**config.mk**
```make
export PLATFORM = sky130hd
export DESIGN_NAME = lisp_token_scanner
export DESIGN_NICKNAME = d
export VERILOG_FILES = /design/src/sv/lts_pkg.sv /design/src/sv/lts_scanner.sv /design/src/sv/lts_result_queue.sv /design/src/sv/lisp_token_scanner.sv
export SDC_FILE = /design/constraint.sdc
export NUM_CORES = 1
export LEC_CHECK = 0
export CORE_ASPECT_RATIO = 1.4
export CORE_MARGIN = 10
export CORE_UTILIZATION = 50
export DETAILED_ROUTE_END_ITERATION = 8
export DONT_BUFFER_PORTS = 1
export GPL_TIMING_DRIVEN = 0
export PLACE_DENSITY = 0.68
export SLEW_MARGIN = 5
export SYNTH_ARGS = -nofsm -noshare
export SYNTH_HDL_FRONTEND = slang
export SYNTH_SLANG_ARGS = --single-unit
export TNS_END_PERCENT = 50
```
**constraint.sdc**
```tcl
create_clock -name clk -period 6.3 [get_ports clk]
set_clock_uncertainty 0.2 [all_clocks]
set_input_delay 0.945 -clock clk [delete_from_list [all_inputs] [get_ports clk]]
set_output_delay 0.945 -clock clk [all_outputs]
set_load 0.01 [all_outputs]
```
**src/sv/lts_pkg.sv**
```systemverilog
// lts_pkg: shared constants and codes of the lisp token scanner
package lts_pkg;

	// default widths of the position, line and length counters
	localparam int POSITION_BITS_DEF = 32;
	localparam int LINE_BITS_DEF     = 24;
	localparam int LENGTH_BITS_DEF   = 16;

	// result queue sizing: one byte can give up to three tokens
	localparam int MAX_RESULTS = 3;
	localparam int QUEUE_DEPTH = 4;
	localparam int QUEUE_AW    = $clog2(QUEUE_DEPTH);
	localparam int QUEUE_CW    = $clog2(QUEUE_DEPTH + 1);
	localparam int PUSH_W      = $clog2(MAX_RESULTS + 1);

	localparam int KIND_W = 4;

	// token kinds
	localparam logic [KIND_W-1:0] K_EOF    = 4'd0;
	localparam logic [KIND_W-1:0] K_LPAREN = 4'd1;
	localparam logic [KIND_W-1:0] K_RPAREN = 4'd2;
	localparam logic [KIND_W-1:0] K_QUOTE  = 4'd3;
	localparam logic [KIND_W-1:0] K_DOT    = 4'd4;
	localparam logic [KIND_W-1:0] K_NUMBER = 4'd5;
	localparam logic [KIND_W-1:0] K_IDENT  = 4'd6;
	localparam logic [KIND_W-1:0] K_CAR    = 4'd7;
	localparam logic [KIND_W-1:0] K_CDR    = 4'd8;
	localparam logic [KIND_W-1:0] K_CONS   = 4'd9;
	localparam logic [KIND_W-1:0] K_DEFINE = 4'd10;
	localparam logic [KIND_W-1:0] K_LAMBDA = 4'd11;
	localparam logic [KIND_W-1:0] K_ERROR  = 4'd12;

	// special bytes
	localparam logic [7:0] CH_NUL    = 8'h00;
	localparam logic [7:0] CH_TAB    = 8'h09;
	localparam logic [7:0] CH_LF     = 8'h0A;
	localparam logic [7:0] CH_CR     = 8'h0D;
	localparam logic [7:0] CH_SPACE  = 8'h20;
	localparam logic [7:0] CH_QUOTE  = 8'h27;
	localparam logic [7:0] CH_LPAREN = 8'h28;
	localparam logic [7:0] CH_RPAREN = 8'h29;
	localparam logic [7:0] CH_DOT    = 8'h2E;
	localparam logic [7:0] CH_SEMI   = 8'h3B;
	localparam logic [7:0] CH_DIG_LO = 8'h30;
	localparam logic [7:0] CH_DIG_HI = 8'h39;
	localparam logic [7:0] CH_PRT_LO = 8'h21;
	localparam logic [7:0] CH_PRT_HI = 8'h7E;

	// keyword spellings, first byte in the most significant position
	localparam int          KW_BITS   = 48;
	localparam logic [23:0] KW_CAR    = 24'h636172;
	localparam logic [23:0] KW_CDR    = 24'h636472;
	localparam logic [31:0] KW_CONS   = 32'h636F6E73;
	localparam logic [47:0] KW_DEFINE = 48'h646566696E65;
	localparam logic [47:0] KW_LAMBDA = 48'h6C616D626461;
	localparam logic [39:0] KW_QUOTEW = 40'h71756F7465;

endpackage

```
**src/sv/lts_scanner.sv**
```systemverilog
// lts_scanner: input register, scan state and per-byte token decode
module lts_scanner #(
	parameter int POSITION_BITS = lts_pkg::POSITION_BITS_DEF,
	parameter int LINE_BITS     = lts_pkg::LINE_BITS_DEF,
	parameter int LENGTH_BITS   = lts_pkg::LENGTH_BITS_DEF
) (
	input  logic                           clk,
	input  logic                           arst_n,
	input  logic                           in_valid,
	output logic                           in_ready,
	input  logic [7:0]                     src_byte,
	input  logic                           room,
	output logic [lts_pkg::PUSH_W-1:0]     push_n,
	output logic [lts_pkg::KIND_W-1:0]     r_kind  [lts_pkg::MAX_RESULTS],
	output logic [POSITION_BITS-1:0]       r_start [lts_pkg::MAX_RESULTS],
	output logic [LENGTH_BITS-1:0]         r_len   [lts_pkg::MAX_RESULTS],
	output logic [LINE_BITS-1:0]           r_line  [lts_pkg::MAX_RESULTS],
	output logic                           r_last  [lts_pkg::MAX_RESULTS]
);

	localparam int P  = POSITION_BITS;
	localparam int W  = (POSITION_BITS > LENGTH_BITS) ? POSITION_BITS : LENGTH_BITS;
	localparam int KB = lts_pkg::KW_BITS;

	localparam logic [2:0] MODE_IDLE    = 3'd0;
	localparam logic [2:0] MODE_COMMENT = 3'd1;
	localparam logic [2:0] MODE_INT     = 3'd2;
	localparam logic [2:0] MODE_DOT     = 3'd3;
	localparam logic [2:0] MODE_FRAC    = 3'd4;
	localparam logic [2:0] MODE_IDENT   = 3'd5;

	logic                  valid_s1;
	logic [7:0]            byte_s1;
	logic                  fire;

	logic [2:0]            mode_q, mode_d;
	logic [P-1:0]          pos_q, pos_d;
	logic [LINE_BITS-1:0]  line_q, line_d, line_inc;
	logic [P-1:0]          begin_q, begin_d;
	logic [KB-1:0]         prefix_q, prefix_d;
	logic [5:0]            alive_q, alive_d;

	logic                  digit_hit, is_ident;
	logic [P-1:0]          dot_pos;
	logic [LENGTH_BITS-1:0] len_cur, len_dot;
	logic [lts_pkg::KIND_W-1:0] id_kind;
	logic [1:0]            n;
	logic                  at_start;

	// saturate a position difference into the length field
	function automatic logic [LENGTH_BITS-1:0] sat_len(input logic [P-1:0] d);
		logic [W-1:0] dw;
		dw = W'(d);
		if (dw > W'({LENGTH_BITS{1'b1}}))
			sat_len = {LENGTH_BITS{1'b1}};
		else
			sat_len = dw[LENGTH_BITS-1:0];
	endfunction

	// input register: one word held until the queue has room
	assign fire     = valid_s1 && room;
	assign in_ready = !valid_s1 || room;

	always_ff @(posedge clk or negedge arst_n) begin
		if (!arst_n) begin
			valid_s1 <= 1'b0;
		end else if (in_valid && in_ready) begin
			valid_s1 <= 1'b1;
		end else if (fire) begin
			valid_s1 <= 1'b0;
		end
	end

	always_ff @(posedge clk) begin
		if (in_valid && in_ready) begin
			byte_s1 <= src_byte;
		end
	end

	// byte classes
	assign digit_hit = (byte_s1 >= lts_pkg::CH_DIG_LO) && (byte_s1 <= lts_pkg::CH_DIG_HI);
	assign is_ident = (byte_s1 >= lts_pkg::CH_PRT_LO) && (byte_s1 <= lts_pkg::CH_PRT_HI)
		&& (byte_s1 != lts_pkg::CH_LPAREN) && (byte_s1 != lts_pkg::CH_RPAREN)
		&& (byte_s1 != lts_pkg::CH_QUOTE) && (byte_s1 != lts_pkg::CH_DOT);

	// token lengths and the held dot position
	assign dot_pos  = (pos_q > begin_q) ? pos_q - P'(1) : begin_q;
	assign len_cur  = sat_len(pos_q - begin_q);
	assign len_dot  = sat_len(dot_pos - begin_q);
	assign line_inc = (line_q != {LINE_BITS{1'b1}}) ? line_q + LINE_BITS'(1) : line_q;

	// keyword match on the identifier collected so far
	always_comb begin
		id_kind = lts_pkg::K_IDENT;
		if (alive_q == 6'd3 && prefix_q[23:0] == lts_pkg::KW_CAR)
			id_kind = lts_pkg::K_CAR;
		else if (alive_q == 6'd3 && prefix_q[23:0] == lts_pkg::KW_CDR)
			id_kind = lts_pkg::K_CDR;
		else if (alive_q == 6'd4 && prefix_q[31:0] == lts_pkg::KW_CONS)
			id_kind = lts_pkg::K_CONS;
		else if (alive_q == 6'd6 && prefix_q == lts_pkg::KW_DEFINE)
			id_kind = lts_pkg::K_DEFINE;
		else if (alive_q == 6'd6 && prefix_q == lts_pkg::KW_LAMBDA)
			id_kind = lts_pkg::K_LAMBDA;
		else if (alive_q == 6'd5 && prefix_q[39:0] == lts_pkg::KW_QUOTEW)
			id_kind = lts_pkg::K_QUOTE;
	end

	// mode update and token emission for the held byte
	always_comb begin
		mode_d   = mode_q;
		pos_d    = (pos_q != {P{1'b1}}) ? pos_q + P'(1) : pos_q;
		line_d   = line_q;
		begin_d  = begin_q;
		prefix_d = prefix_q;
		alive_d  = alive_q;
		n        = 2'd0;
		at_start = 1'b0;
		for (int i = 0; i < lts_pkg::MAX_RESULTS; i++) begin
			r_kind[i]  = lts_pkg::K_EOF;
			r_start[i] = '0;
			r_len[i]   = '0;
			r_line[i]  = line_q;
			r_last[i]  = 1'b0;
		end

		unique case (mode_q)
			MODE_COMMENT: begin
				if (byte_s1 == lts_pkg::CH_LF) begin
					line_d = line_inc;
					mode_d = MODE_IDLE;
				end else if (byte_s1 == lts_pkg::CH_NUL) begin
					at_start = 1'b1;
				end
			end
			MODE_INT: begin
				if (digit_hit) begin
					mode_d = MODE_INT;
				end else if (byte_s1 == lts_pkg::CH_DOT) begin
					mode_d = MODE_DOT;
				end else begin
					r_kind[n]  = lts_pkg::K_NUMBER;
					r_start[n] = begin_q;
					r_len[n]   = len_cur;
					n          = n + 2'd1;
					at_start   = 1'b1;
				end
			end
			MODE_DOT: begin
				if (digit_hit) begin
					mode_d = MODE_FRAC;
				end else begin
					r_kind[n]  = lts_pkg::K_NUMBER;
					r_start[n] = begin_q;
					r_len[n]   = len_dot;
					n          = n + 2'd1;
					r_kind[n]  = lts_pkg::K_DOT;
					r_start[n] = dot_pos;
					r_len[n]   = LENGTH_BITS'(1);
					n          = n + 2'd1;
					at_start   = 1'b1;
				end
			end
			MODE_FRAC: begin
				if (!digit_hit) begin
					r_kind[n]  = lts_pkg::K_NUMBER;
					r_start[n] = begin_q;
					r_len[n]   = len_cur;
					n          = n + 2'd1;
					at_start   = 1'b1;
				end
			end
			MODE_IDENT: begin
				if (is_ident) begin
					prefix_d = {prefix_q[KB-9:0], byte_s1};
					alive_d  = (alive_q != 6'd63) ? alive_q + 6'd1 : alive_q;
				end else begin
					r_kind[n]  = id_kind;
					r_start[n] = begin_q;
					r_len[n]   = len_cur;
					n          = n + 2'd1;
					at_start   = 1'b1;
				end
			end
			default: begin
				at_start = 1'b1;
			end
		endcase

		// byte handled as at the start of a token
		if (at_start) begin
			mode_d = MODE_IDLE;
			if (byte_s1 == lts_pkg::CH_NUL) begin
				r_kind[n]  = lts_pkg::K_EOF;
				r_start[n] = pos_q;
				r_len[n]   = '0;
				n          = n + 2'd1;
				pos_d      = '0;
				line_d     = LINE_BITS'(1);
				begin_d    = '0;
				prefix_d   = '0;
				alive_d    = '0;
			end else if (byte_s1 == lts_pkg::CH_LF) begin
				line_d = line_inc;
			end else if (byte_s1 == lts_pkg::CH_SPACE || byte_s1 == lts_pkg::CH_TAB
					|| byte_s1 == lts_pkg::CH_CR) begin
				mode_d = MODE_IDLE;
			end else if (byte_s1 == lts_pkg::CH_SEMI) begin
				mode_d = MODE_COMMENT;
			end else if (digit_hit) begin
				begin_d = pos_q;
				mode_d  = MODE_INT;
			end else if (is_ident) begin
				begin_d  = pos_q;
				prefix_d = KB'(byte_s1);
				alive_d  = 6'd1;
				mode_d   = MODE_IDENT;
			end else begin
				unique case (byte_s1)
					lts_pkg::CH_LPAREN: r_kind[n] = lts_pkg::K_LPAREN;
					lts_pkg::CH_RPAREN: r_kind[n] = lts_pkg::K_RPAREN;
					lts_pkg::CH_QUOTE:  r_kind[n] = lts_pkg::K_QUOTE;
					lts_pkg::CH_DOT:    r_kind[n] = lts_pkg::K_DOT;
					default:            r_kind[n] = lts_pkg::K_ERROR;
				endcase
				r_start[n] = pos_q;
				r_len[n]   = LENGTH_BITS'(1);
				n          = n + 2'd1;
			end
		end

		// flag the final token of this word
		if (n != 2'd0)
			r_last[n - 2'd1] = 1'b1;
	end

	assign push_n = fire ? lts_pkg::PUSH_W'(n) : '0;

	// scan state
	always_ff @(posedge clk or negedge arst_n) begin
		if (!arst_n) begin
			mode_q   <= MODE_IDLE;
			pos_q    <= '0;
			line_q   <= LINE_BITS'(1);
			begin_q  <= '0;
			prefix_q <= '0;
			alive_q  <= '0;
		end else if (fire) begin
			mode_q   <= mode_d;
			pos_q    <= pos_d;
			line_q   <= line_d;
			begin_q  <= begin_d;
			prefix_q <= prefix_d;
			alive_q  <= alive_d;
		end
	end

endmodule

```
**src/sv/lts_result_queue.sv**
```systemverilog
// lts_result_queue: small token queue taking up to three words a cycle, one out
module lts_result_queue #(
	parameter int POSITION_BITS = lts_pkg::POSITION_BITS_DEF,
	parameter int LINE_BITS     = lts_pkg::LINE_BITS_DEF,
	parameter int LENGTH_BITS   = lts_pkg::LENGTH_BITS_DEF
) (
	input  logic                       clk,
	input  logic                       arst_n,
	input  logic [lts_pkg::PUSH_W-1:0] push_n,
	input  logic [lts_pkg::KIND_W-1:0] r_kind  [lts_pkg::MAX_RESULTS],
	input  logic [POSITION_BITS-1:0]   r_start [lts_pkg::MAX_RESULTS],
	input  logic [LENGTH_BITS-1:0]     r_len   [lts_pkg::MAX_RESULTS],
	input  logic [LINE_BITS-1:0]       r_line  [lts_pkg::MAX_RESULTS],
	input  logic                       r_last  [lts_pkg::MAX_RESULTS],
	output logic                       room,
	output logic                       out_valid,
	input  logic                       out_ready,
	output logic [lts_pkg::KIND_W-1:0] token_kind,
	output logic [POSITION_BITS-1:0]   start_offset,
	output logic [LENGTH_BITS-1:0]     token_length,
	output logic [LINE_BITS-1:0]       line_number,
	output logic                       last_of_run
);

	localparam int AW = lts_pkg::QUEUE_AW;
	localparam int CW = lts_pkg::QUEUE_CW;
	localparam int D  = lts_pkg::QUEUE_DEPTH;

	logic [lts_pkg::KIND_W-1:0] kind_q  [D];
	logic [POSITION_BITS-1:0]   start_q [D];
	logic [LENGTH_BITS-1:0]     len_q   [D];
	logic [LINE_BITS-1:0]       line_q  [D];
	logic                       last_q  [D];

	logic [AW-1:0] wr_q, rd_q;
	logic [CW-1:0] count_q, count_after_pop;
	logic          pop;

	// room for a full burst once this cycle's word has left
	assign pop             = out_valid && out_ready;
	assign count_after_pop = count_q - CW'(pop);
	assign room            = count_after_pop <= CW'(D - lts_pkg::MAX_RESULTS);

	// pointers and fill count
	always_ff @(posedge clk or negedge arst_n) begin
		if (!arst_n) begin
			wr_q    <= '0;
			rd_q    <= '0;
			count_q <= '0;
		end else begin
			wr_q    <= wr_q + AW'(push_n);
			rd_q    <= rd_q + AW'(pop);
			count_q <= count_after_pop + CW'(push_n);
		end
	end

	// token storage
	always_ff @(posedge clk) begin
		for (int i = 0; i < lts_pkg::MAX_RESULTS; i++) begin
			if (lts_pkg::PUSH_W'(i) < push_n) begin
				kind_q[wr_q + AW'(i)]  <= r_kind[i];
				start_q[wr_q + AW'(i)] <= r_start[i];
				len_q[wr_q + AW'(i)]   <= r_len[i];
				line_q[wr_q + AW'(i)]  <= r_line[i];
				last_q[wr_q + AW'(i)]  <= r_last[i];
			end
		end
	end

	// head of queue drives the output
	assign out_valid    = count_q != '0;
	assign token_kind   = kind_q[rd_q];
	assign start_offset = start_q[rd_q];
	assign token_length = len_q[rd_q];
	assign line_number  = line_q[rd_q];
	assign last_of_run  = last_q[rd_q];

endmodule

```
**src/sv/lisp_token_scanner.sv**
```systemverilog
// lisp_token_scanner: top level of the byte-serial s-expression tokenizer
//
// Source text enters one byte per word on the in channel (in_valid,
// in_ready, src_byte); byte 0 ends a source, flushes any pending token,
// emits an EOF token and restarts at offset 0, line 1. Tokens leave one
// per word on the out channel (out_valid, out_ready and the token fields);
// last_of_run marks the final token caused by one input byte.
// A byte is taken every cycle while the result queue has room. It is
// held in the input register, decoded there, and its tokens (zero to
// three) are written to a four-entry queue once the queue has room; the
// first token is offered from the queue after that write. Output runs at
// one token per cycle while the receiver is ready; a byte moves on only
// while at most one token is left after this cycle's output, so with the
// receiver ready a three-token byte holds up the next byte, and over a
// run the tokens beyond one per byte slow down the input.
// When the receiver stalls the queue fills and in_ready drops; no token
// is lost. Reset empties the queue and input register and puts the
// scanner between tokens at offset 0, line 1.
module lisp_token_scanner #(
	parameter int POSITION_BITS = lts_pkg::POSITION_BITS_DEF,
	parameter int LINE_BITS     = lts_pkg::LINE_BITS_DEF,
	parameter int LENGTH_BITS   = lts_pkg::LENGTH_BITS_DEF
) (
	input  logic                       clk,
	input  logic                       arst_n,
	input  logic                       in_valid,
	output logic                       in_ready,
	input  logic [7:0]                 src_byte,
	output logic                       out_valid,
	input  logic                       out_ready,
	output logic [lts_pkg::KIND_W-1:0] token_kind,
	output logic [POSITION_BITS-1:0]   start_offset,
	output logic [LENGTH_BITS-1:0]     token_length,
	output logic [LINE_BITS-1:0]       line_number,
	output logic                       last_of_run
);

	logic                       room;
	logic [lts_pkg::PUSH_W-1:0] push_n;
	logic [lts_pkg::KIND_W-1:0] r_kind  [lts_pkg::MAX_RESULTS];
	logic [POSITION_BITS-1:0]   r_start [lts_pkg::MAX_RESULTS];
	logic [LENGTH_BITS-1:0]     r_len   [lts_pkg::MAX_RESULTS];
	logic [LINE_BITS-1:0]       r_line  [lts_pkg::MAX_RESULTS];
	logic                       r_last  [lts_pkg::MAX_RESULTS];

	// byte decode and scan state
	lts_scanner #(
		.POSITION_BITS(POSITION_BITS),
		.LINE_BITS    (LINE_BITS),
		.LENGTH_BITS  (LENGTH_BITS)
	) u_scanner (
		.clk     (clk),
		.arst_n  (arst_n),
		.in_valid(in_valid),
		.in_ready(in_ready),
		.src_byte(src_byte),
		.room    (room),
		.push_n  (push_n),
		.r_kind  (r_kind),
		.r_start (r_start),
		.r_len   (r_len),
		.r_line  (r_line),
		.r_last  (r_last)
	);

	// token queue and output
	lts_result_queue #(
		.POSITION_BITS(POSITION_BITS),
		.LINE_BITS    (LINE_BITS),
		.LENGTH_BITS  (LENGTH_BITS)
	) u_queue (
		.clk         (clk),
		.arst_n      (arst_n),
		.push_n      (push_n),
		.r_kind      (r_kind),
		.r_start     (r_start),
		.r_len       (r_len),
		.r_line      (r_line),
		.r_last      (r_last),
		.room        (room),
		.out_valid   (out_valid),
		.out_ready   (out_ready),
		.token_kind  (token_kind),
		.start_offset(start_offset),
		.token_length(token_length),
		.line_number (line_number),
		.last_of_run (last_of_run)
	);

endmodule
```
==> impl_metrics.xml, run 1 <==
<?xml version="1.0" encoding="UTF-8"?>
<metrics>
  <group name="status">
    <metric name="status" unit="">finished with violations</metric>
    <metric name="violations" unit="">setup timing</metric>
  </group>
  <group name="sta">
    <metric name="whs" unit="ns">0.157</metric>
    <metric name="drv_slew" unit="">0</metric>
    <metric name="highest_achievable_clock_rate" unit="MHz">156</metric>
    <metric name="timing.slew.headroom" unit="%">15.2</metric>
    <metric name="fin_crit" unit="ns">6.41</metric>
    <metric name="finalHoldViolations" unit="">0</metric>
    <metric name="final_min_period_over_clock_period" unit="%">102</metric>
    <metric name="grt_setup_unrepaired" unit="">true</metric>
    <metric name="setup_violating_endpoint_count_in_the_final_report" unit="">41</metric>
    <metric name="worst_slew_pin_slew" unit="ns">1.27</metric>
    <metric name="post-route-worst-setup-slack" unit="ns">-0.105</metric>
  </group>
  <group name="yosys">
    <metric name="synth_area" unit="um^2">28900</metric>
    <metric name="synth_area_leaders" unit="">sky130_fd_sc_hd__edfxtp_1 (27%), sky130_fd_sc_hd__dfrtp_1 (13%), sky130_fd_sc_hd__mux4_2 (6.0%)</metric>
    <metric name="dominantRegCellSynth" unit="">sky130_fd_sc_hd__edfxtp_1</metric>
    <metric name="synth_enable_flop_cells" unit="">256</metric>
    <metric name="synth_top_area_cell" unit="">sky130_fd_sc_hd__edfxtp_1</metric>
    <metric name="synth_seq_cells" unit="">469</metric>
    <metric name="synth-seq-area-share" unit="%">44.1</metric>
    <metric name="postSynthNetCount" unit="">3141</metric>
    <metric name="synth_cells" unit="">3048</metric>
    <metric name="synthesis.area_per_instance" unit="um^2">9.47</metric>
    <metric name="ys_warn_count" unit="">0</metric>
    <metric name="async_flop_share" unit="%">32.6</metric>
    <metric name="netlist.area_leader.share" unit="%">26.6</metric>
    <metric name="synth_cell_type_count" unit="">104</metric>
  </group>
  <group name="critical_path">
    <metric name="cp-end-kind" unit="">register</metric>
    <metric name="critical_path.startpoint_type" unit="">register</metric>
    <metric name="highest_net_fanout_along_the_worst_path" unit="">8</metric>
    <metric name="critPathRequiredTime" unit="ns">6.58</metric>
    <metric name="worstPathArrival" unit="ns">6.69</metric>
    <metric name="crit_type" unit="">reg2reg</metric>
  </group>
  <group name="die">
    <metric name="fp.coreArea" unit="um^2">57400</metric>
    <metric name="initial_utilization" unit="%">50.3</metric>
    <metric name="ioPinCount" unit="">91</metric>
    <metric name="row_count" unit="">104</metric>
    <metric name="die_height" unit="um">304</metric>
    <metric name="design.die.area" unit="um^2">67900</metric>
    <metric name="die_x" unit="um">223</metric>
  </group>
  <group name="route">
    <metric name="num_vias" unit="">26400</metric>
    <metric name="post-route-drc-count" unit="">0</metric>
    <metric name="antenna_left" unit="">0</metric>
    <metric name="detail_route.vias_per_cell" unit="">6.73</metric>
    <metric name="wl_per_cell" unit="um">29.8</metric>
    <metric name="routed_wl" unit="um">117000</metric>
    <metric name="drt-initial-drc-count" unit="">3312</metric>
    <metric name="drt-pass1-iter-count" unit="">8</metric>
  </group>
  <group name="power">
    <metric name="static-leakage-power" unit="nW">12.4</metric>
    <metric name="sw_frac_of_total" unit="%">49.2</metric>
    <metric name="comb_power_share" unit="%">62.2</metric>
    <metric name="power.sequential.fraction" unit="%">23.6</metric>
    <metric name="cellInternalPower" unit="mW">10.4</metric>
    <metric name="total_power" unit="mW">20.5</metric>
    <metric name="p_clk_share" unit="%">14.2</metric>
    <metric name="power_density" unit="nW/um^2">626</metric>
    <metric name="power_switching" unit="mW">10.1</metric>
    <metric name="irDropWorstVdd" unit="mV">0.360</metric>
  </group>
  <group name="flow_run">
    <metric name="maxCapViolations" unit="">0</metric>
  </group>
  <group name="global_route">
    <metric name="first_pass_grt_wire_length" unit="um">170000</metric>
    <metric name="grt_start_max_net_pins" unit="">153</metric>
    <metric name="grt_antenna_before_repair" unit="">0</metric>
    <metric name="grt_util_met2" unit="%">56.1</metric>
    <metric name="grt.overflow.total" unit="">0</metric>
    <metric name="grt-busiest-layer" unit="">met2</metric>
    <metric name="grtUsageMet3" unit="%">5.17</metric>
    <metric name="met1_usage" unit="%">36.7</metric>
    <metric name="vias_in_the_first_global_route" unit="">25900</metric>
    <metric name="groute.usage.overall" unit="%">33.1</metric>
  </group>
  <group name="finish">
    <metric name="area.growth.synth_to_final" unit="%">13.1</metric>
    <metric name="design_area" unit="um^2">32600</metric>
    <metric name="final_cell_count_no_fill" unit="">3917</metric>
    <metric name="design.final.nets" unit="">3229</metric>
    <metric name="num_antenna_cells" unit="">0</metric>
    <metric name="final_layout_size_suffix_gt1_share" unit="%">13.4</metric>
  </group>
  <group name="placed_design">
    <metric name="place_inst" unit="">3794</metric>
    <metric name="gp_routability_congestion" unit="">1.01</metric>
    <metric name="numPortBuffers" unit="">0</metric>
    <metric name="place_area" unit="um^2">29900</metric>
    <metric name="place_hpwl" unit="um">87400</metric>
  </group>
  <group name="cts">
    <metric name="clkSlewWorstSetupHoldPaths" unit="ns">0.06</metric>
    <metric name="worst_skew_pair.late_latency" unit="ns">0.60</metric>
    <metric name="numClockSinks" unit="">469</metric>
    <metric name="cts_tree" unit="">built</metric>
    <metric name="clk_root_buffer_cell" unit="">sky130_fd_sc_hd__clkbuf_16</metric>
    <metric name="ctsLongestPathBuffers" unit="">3</metric>
    <metric name="cts_inserted_buffers" unit="">47</metric>
    <metric name="cts.htree.levels" unit="">2</metric>
  </group>
  <group name="worst_hold_path">
    <metric name="hold_path.class" unit="">in2async</metric>
  </group>
</metrics>
-- layout make-up --
type / count / area, um^2
inverter: 105 / 414
tap: 742 / 928
clock inverter: 23 / 170
multi-input combinational: 2248 / 15500
sequential: 469 / 12700
buffer: 208 / 912
fill: 5059 / 24700
clock buffer: 65 / 1410
timing repair buffer: 57 / 528
-- power groups by stage --
stage / Sequential, mW / Clock, mW / Combinational (mW)
5_1_grt: 4.89 / 3.03 / 13.5
3_5_place_dp: 4.87 / 0 / 11.3
4_1_cts: 4.81 / 2.92 / 12.1
3_3_place_gp: 4.88 / 0 / 11.1
6_report: 4.83 / 2.90 / 12.7
2_1_floorplan: 4.71 / 0 / 7.61
-- sequential cells by signal (all words and copies together), names as in the netlist, 4 cells and up --
| name | flops |
|---|---|
| u_queue.kind_q | 16 |
| u_queue.last_q | 4 |
| u_queue.len_q | 64 |
| u_queue.line_q | 96 |
| u_queue.start_q | 128 |
| u_scanner.alive_q | 6 |
| u_scanner.begin_q | 32 |
| u_scanner.byte_s1 | 8 |
| u_scanner.line_q | 24 |
| u_scanner.pos_q | 32 |
| u_scanner.prefix_q | 48 |
-- logic make-up after synthesis --
family          synth area share [%]
compound gates                  20.0
xor+xnor                        3.36
fa+ha+maj                       3.59
buf+inv                         4.61
flops                           44.1
mux                             7.12
simple gates                    17.3
-- what timing repair did --
item	4_1_cts	5_1_grt
endpoints found under the hold margin	152	0
gates cloned	1	0
buffers inserted	29	21
pin swaps	35	22
hold buffers	2	0
resized for setup	126	63
setup endpoints to repair	64	64
-- cell usage after synthesis (20+ instances only) --
cell type,count
sky130_fd_sc_hd__a21o_1,33
sky130_fd_sc_hd__a31oi_1,25
sky130_fd_sc_hd__nand4_1,42
sky130_fd_sc_hd__nand2_1,428
sky130_fd_sc_hd__o2bb2ai_1,32
sky130_fd_sc_hd__inv_1,104
sky130_fd_sc_hd__a21oi_1,284
sky130_fd_sc_hd__mux4_2,77
sky130_fd_sc_hd__a22o_1,83
sky130_fd_sc_hd__mux2i_1,22
sky130_fd_sc_hd__nor3_1,63
sky130_fd_sc_hd__and3_1,27
sky130_fd_sc_hd__nand3_1,118
sky130_fd_sc_hd__ha_1,78
sky130_fd_sc_hd__xnor2_1,83
sky130_fd_sc_hd__o21ai_0,199
sky130_fd_sc_hd__dfrtp_1,152
sky130_fd_sc_hd__xor2_1,24
sky130_fd_sc_hd__clkbuf_1,174
sky130_fd_sc_hd__nor4_1,20
sky130_fd_sc_hd__edfxtp_1,256
sky130_fd_sc_hd__buf_2,25
sky130_fd_sc_hd__dfxtp_1,60
sky130_fd_sc_hd__nor2_1,217
sky130_fd_sc_hd__a22oi_1,43
sky130_fd_sc_hd__o22ai_1,49
sky130_fd_sc_hd__a221o_1,37
-- layout by cell type, fill, tap and decap left out, drive strengths merged, types with 78 or more instances in the layout --
cell type / instances
xnor2: 85
nor2: 221
buf: 106
inv: 107
clkbuf: 223
edfxtp: 256
a21oi: 287
a22o: 84
nand2: 438
o21ai: 204
ha: 78
dfrtp: 152
nand3: 118
-- critical path: stages (launching register included) --
cell and delay [ns]:
sky130_fd_sc_hd__dfrtp_2 0.46, sky130_fd_sc_hd__inv_8 0.08, sky130_fd_sc_hd__ha_4 0.14, sky130_fd_sc_hd__inv_4 0.03, sky130_fd_sc_hd__fa_2 0.39, sky130_fd_sc_hd__a21o_1 0.20
sky130_fd_sc_hd__a21o_1 0.19, sky130_fd_sc_hd__a221oi_4 0.31, sky130_fd_sc_hd__o21ai_4 0.14, sky130_fd_sc_hd__a22oi_2 0.20, sky130_fd_sc_hd__clkbuf_8 0.21, sky130_fd_sc_hd__buf_12 0.16
sky130_fd_sc_hd__buf_4 0.12, sky130_fd_sc_hd__mux2i_1 0.43, sky130_fd_sc_hd__ha_1 0.30, sky130_fd_sc_hd__a21oi_1 0.08, sky130_fd_sc_hd__o21ai_1 0.37, sky130_fd_sc_hd__a31oi_4 0.19
sky130_fd_sc_hd__a31oi_4 0.26, sky130_fd_sc_hd__mux2i_1 0.22, sky130_fd_sc_hd__a21oi_1 0.10, sky130_fd_sc_hd__a2111oi_2 0.37, sky130_fd_sc_hd__and4_4 0.38, sky130_fd_sc_hd__and2_4 0.20
sky130_fd_sc_hd__buf_8 0.15, sky130_fd_sc_hd__nand2_4 0.07, sky130_fd_sc_hd__a221o_1 0.31
-- routing by layer --
layer  part of all wire (%)  routed length, um  up-vias
li1                       -                  -    11500
met1                     35              40900    12900
met2                     49              57000     1515
met3                    7.5               8760      430
met4                    8.6              10100        0
met5                      0                  0        -
-- stage by stage --
stage                     setup WS (ns)  util, %  TNS, ns
final                            -0.105     56.9    -2.83
after global routing             -0.315     56.9   -14.53
after CTS                        -0.132     56.1    -3.27
after detailed placement          -2.99     52.1  -176.98
after global placement            -2.93     51.9  -434.29
after floorplan                  0.0116        -        0
-- worst paths after layout --
kind / end / slack (ns) / depth (start not counted) / start
worst max-delay path: u_queue.len_q[2][5] / -0.11 / 26 / u_scanner.pos_q[0]
worst min-delay path: u_queue.count_q[2] / 0.16 / 1 / arst_n
worst max register to register: u_queue.len_q[2][5] / -0.11 / 26 / u_scanner.pos_q[0]
max in group asynchronous: u_scanner.pos_q[29] / 5.08 / 1 / arst_n
min in group clk: u_scanner.byte_s1[5] / 0.24 / 0 / src_byte[5]
worst min register to register: u_queue.len_q[1][11] / 0.28 / 1 / u_queue.len_q[1][11]
(Power assumes the default switching activity.)
==> run 2, diff against run 1 <==
--- a/config.mk
+++ b/config.mk
@@ -12,6 +12,7 @@
 export DONT_BUFFER_PORTS = 1
 export GPL_TIMING_DRIVEN = 0
 export PLACE_DENSITY = 0.68
+export REMOVE_ABC_BUFFERS = 1
 export SLEW_MARGIN = 5
 export SYNTH_ARGS = -nofsm -noshare
 export SYNTH_HDL_FRONTEND = slang
==> run 2 against run 1 <==
  * The flow now finishes without violations
  * Sequential power up 4%
  * First-iteration DRC count down 16%
  * Flip-flop and latch count did not move
  * Sequential share of layout area increased by 0.36 points
  * Combinational power is 9% lower
  * Setup slack improved by 0.15 ns
  * Maximum frequency rose by 2.4%
  * Global-route usage decreased by 7.1 points
  * Highest routed layer unchanged
==> impl_metrics.xml, run 2 (same netlist as run 1, synthesis figures left out) <==
<?xml version="1.0" encoding="UTF-8"?>
<metrics>
  <group name="finish">
    <metric name="layout.cells.most_common_list" unit="">sky130_fd_sc_hd__nand2_1 (422), sky130_fd_sc_hd__a21oi_1 (270), sky130_fd_sc_hd__edfxtp_1 (256)</metric>
    <metric name="largest_registers" unit="">u_queue.start_q (128), u_queue.line_q (96), u_queue.len_q (64)</metric>
    <metric name="final_layout_size_suffix_gt1_share" unit="%">14.2</metric>
    <metric name="reg_with_most_ffs" unit="">u_queue.start_q</metric>
    <metric name="largest_register_ffs" unit="">128</metric>
    <metric name="area.growth.synth_to_final" unit="%">12.2</metric>
    <metric name="fill_cells" unit="">4856</metric>
    <metric name="multi_input_comb_area" unit="um^2">15600</metric>
    <metric name="layout.cells.most_common" unit="">sky130_fd_sc_hd__nand2_1</metric>
    <metric name="fin_util" unit="%">56.5</metric>
    <metric name="design.final.nets" unit="">3037</metric>
    <metric name="sequential_cell_area" unit="um^2">12800</metric>
  </group>
  <group name="placed_design">
    <metric name="place_hpwl" unit="um">63400</metric>
    <metric name="gp_routability_congestion" unit="">0.966</metric>
    <metric name="numPortBuffers" unit="">0</metric>
  </group>
  <group name="die">
    <metric name="ioPinCount" unit="">91</metric>
    <metric name="die_x" unit="um">223</metric>
    <metric name="design.die.area" unit="um^2">67900</metric>
    <metric name="fp.coreArea" unit="um^2">57400</metric>
    <metric name="row_count" unit="">104</metric>
    <metric name="die_height" unit="um">304</metric>
    <metric name="initial_utilization" unit="%">50.3</metric>
  </group>
  <group name="sta">
    <metric name="whs" unit="ns">0.111</metric>
    <metric name="grt_setup_unrepaired" unit="">true</metric>
    <metric name="setup_violating_endpoint_count_in_the_final_report" unit="">0</metric>
    <metric name="drv_slew" unit="">0</metric>
    <metric name="final_min_period_over_clock_period" unit="%">99.3</metric>
    <metric name="timing.slew.headroom" unit="%">24.7</metric>
    <metric name="finalHoldViolations" unit="">0</metric>
    <metric name="fin_crit" unit="ns">6.26</metric>
    <metric name="worst_slew_pin_slew" unit="ns">1.13</metric>
    <metric name="setup_tns" unit="ns">0</metric>
    <metric name="highest_achievable_clock_rate" unit="MHz">160</metric>
  </group>
  <group name="power">
    <metric name="total_power" unit="mW">19.7</metric>
    <metric name="power_switching" unit="mW">8.99</metric>
    <metric name="static-leakage-power" unit="nW">12.3</metric>
    <metric name="p_clk_share" unit="%">15.8</metric>
    <metric name="power_density" unit="nW/um^2">607</metric>
    <metric name="power.sequential.fraction" unit="%">25.5</metric>
    <metric name="sw_frac_of_total" unit="%">45.7</metric>
    <metric name="comb_power_share" unit="%">58.7</metric>
    <metric name="irDropWorstVdd" unit="mV">0.322</metric>
    <metric name="cellInternalPower" unit="mW">10.7</metric>
  </group>
  <group name="critical_path">
    <metric name="highest_net_fanout_along_the_worst_path" unit="">10</metric>
    <metric name="cp_num_buf_inv" unit="">5</metric>
    <metric name="setup.reg_to_reg.worst_slack" unit="ns">0.04</metric>
    <metric name="largest_stage_delay_on_the_critical_path" unit="ns">0.49</metric>
    <metric name="worst_path_dominant_cell_family" unit="">compound AO/OA/AOI/OAI gates</metric>
    <metric name="critPathMostFrequentCell" unit="">sky130_fd_sc_hd__ha_2</metric>
    <metric name="cp-end-kind" unit="">register</metric>
    <metric name="critical_path.startpoint_type" unit="">register</metric>
    <metric name="worstReg2RegEnd" unit="">u_queue.len_q[0][12]</metric>
    <metric name="critical_path_cell_count" unit="">25</metric>
    <metric name="r2r-start" unit="">u_scanner.pos_q[20]</metric>
    <metric name="max_stage_delay_cell_worst_path" unit="">sky130_fd_sc_hd__dfrtp_1</metric>
    <metric name="worstPathArrival" unit="ns">6.54</metric>
    <metric name="crit_type" unit="">reg2reg</metric>
    <metric name="critPathRequiredTime" unit="ns">6.59</metric>
    <metric name="r2r.worst_path.cells" unit="">25</metric>
  </group>
  <group name="route">
    <metric name="detail_route.vias_per_cell" unit="">6.71</metric>
    <metric name="drt-pass1-iter-count" unit="">6</metric>
    <metric name="wl_per_cell" unit="um">24.6</metric>
    <metric name="antenna_left" unit="">0</metric>
    <metric name="drt-initial-drc-count" unit="">2792</metric>
    <metric name="num_vias" unit="">25000</metric>
    <metric name="routed_wl" unit="um">91800</metric>
    <metric name="post-route-drc-count" unit="">0</metric>
  </group>
  <group name="cts">
    <metric name="worst_skew_pair.late_latency" unit="ns">0.61</metric>
    <metric name="cts_tree" unit="">built</metric>
    <metric name="cts_inserted_buffers" unit="">48</metric>
    <metric name="cts.htree.levels" unit="">2</metric>
    <metric name="clk_root_buffer_cell" unit="">sky130_fd_sc_hd__clkbuf_16</metric>
    <metric name="numClockSinks" unit="">469</metric>
    <metric name="ctsLongestPathBuffers" unit="">3</metric>
    <metric name="clkSlewWorstSetupHoldPaths" unit="ns">0.07</metric>
  </group>
  <group name="worst_hold_path">
    <metric name="hold_path.class" unit="">in2async</metric>
  </group>
  <group name="global_route">
    <metric name="grt_start_max_net_pins" unit="">153</metric>
    <metric name="first_pass_grt_wire_length" unit="um">143000</metric>
    <metric name="groute.usage.overall" unit="%">26.0</metric>
    <metric name="grt_antenna_before_repair" unit="">0</metric>
    <metric name="vias_in_the_first_global_route" unit="">24800</metric>
    <metric name="grt.overflow.total" unit="">0</metric>
  </group>
  <group name="flow_run">
    <metric name="maxCapViolations" unit="">0</metric>
  </group>
  <group name="status">
    <metric name="status" unit="">finished clean</metric>
  </group>
</metrics>
[run 2: cell count changes in the layout (fill, tap and decap cells not counted), moves of 10 or more]
cell and change:
sky130_fd_sc_hd__clkbuf_1 -150, sky130_fd_sc_hd__buf_2 -22, sky130_fd_sc_hd__a21oi_1 +11, sky130_fd_sc_hd__buf_4 -15
sky130_fd_sc_hd__buf_1 -17, sky130_fd_sc_hd__dfrtp_1 -10
[run 2: area by class of cell]
cell class                      count  share of cell area, %
Inverter                          105                   1.26
Clock buffer                       66                   4.27
Antenna cell                        1                0.00772
Timing Repair Buffer               71                   2.98
Multi-Input combinational cell   2249                   48.3
Tap cell                          742                   2.87
Clock inverter                     23                   1.00
Sequential cell                   469                   39.4
[run 2: worst reg2reg max path, stage by stage (launching register included)]
cell                        delay, ns
sky130_fd_sc_hd__dfrtp_1         0.49
sky130_fd_sc_hd__ha_2            0.47
sky130_fd_sc_hd__nand2_1         0.12
sky130_fd_sc_hd__nor4_4          0.37
sky130_fd_sc_hd__nand4_1         0.23
sky130_fd_sc_hd__buf_4           0.19
sky130_fd_sc_hd__a22oi_2         0.24
sky130_fd_sc_hd__buf_8           0.16
sky130_fd_sc_hd__buf_12          0.12
sky130_fd_sc_hd__nor2_4          0.04
sky130_fd_sc_hd__a21oi_2         0.14
sky130_fd_sc_hd__ha_2            0.24
sky130_fd_sc_hd__inv_2           0.05
sky130_fd_sc_hd__fa_2            0.35
sky130_fd_sc_hd__a21o_1          0.21
sky130_fd_sc_hd__a221oi_4        0.23
sky130_fd_sc_hd__buf_6           0.16
sky130_fd_sc_hd__o311ai_4        0.11
sky130_fd_sc_hd__a211o_1         0.36
sky130_fd_sc_hd__a31oi_1         0.17
sky130_fd_sc_hd__xnor2_1         0.15
sky130_fd_sc_hd__a2111oi_2       0.23
sky130_fd_sc_hd__and4_4          0.37
sky130_fd_sc_hd__and2_4          0.30
sky130_fd_sc_hd__nand2_4         0.09
sky130_fd_sc_hd__a221o_1         0.34
[run 2: how the worst max path moves through the flow]
stage | slack, ns | end | from
2_1_floorplan | -2.20 | u_queue.len_q[0][12] | u_scanner.pos_q[0]
3_3_place_gp | -5.69 | u_queue.start_q[0][26] | out_ready
3_5_place_dp | -1.84 | u_queue.len_q[0][7] | u_scanner.pos_q[0]
4_1_cts | -0.05 | u_queue.len_q[0][12] | u_scanner.pos_q[0]
5_1_grt | -0.20 | u_queue.len_q[0][12] | u_scanner.pos_q[0]
6_report | 0.04 | u_queue.len_q[0][12] | u_scanner.pos_q[20]
[run 2: timing repair]
action                                 CTS  global route
endpoints found under the hold margin  152             0
resized for setup                      106            62
gates cloned                             2             0
setup endpoints to repair              177           167
pin swaps                               33            32
hold buffers                             2             0
setup buffers                           20            18
[run 2: routing by layer]
layer | part of all wire (%) | up-vias | global-route usage [%] | wire length, um
met5 | 0 | - | 0 | 0
met4 | 4.8 | 0 | 12.4 | 4440
met3 | 7.8 | 317 | 4.24 | 7150
met2 | 50 | 1324 | 44.3 | 45500
met1 | 38 | 12200 | 31.4 | 34700
li1 | - | 11100 | - | -
[run 2: power groups by stage]
stage                     clock [mW]  sequential [mW]  combinational [mW]
after detailed placement           0             5.04                10.3
after global routing            3.25             5.09                12.5
final                           3.10             5.01                11.5
after global placement             0             5.23                9.67
after CTS                       3.14             4.98                11.0
after floorplan                    0             4.96                7.19
[run 2: metrics by stage]
step | instance area, um^2 | setup WS (ns) | cells
2_1_floorplan | 27900 | -2.20 | 2822
3_3_place_gp | 28900 | -5.69 | 3564
3_5_place_dp | 29600 | -1.84 | 3595
4_1_cts | 32000 | -0.0488 | 3708
5_1_grt | 32400 | -0.205 | 3725
6_report | 32400 | 0.0419 | 3726
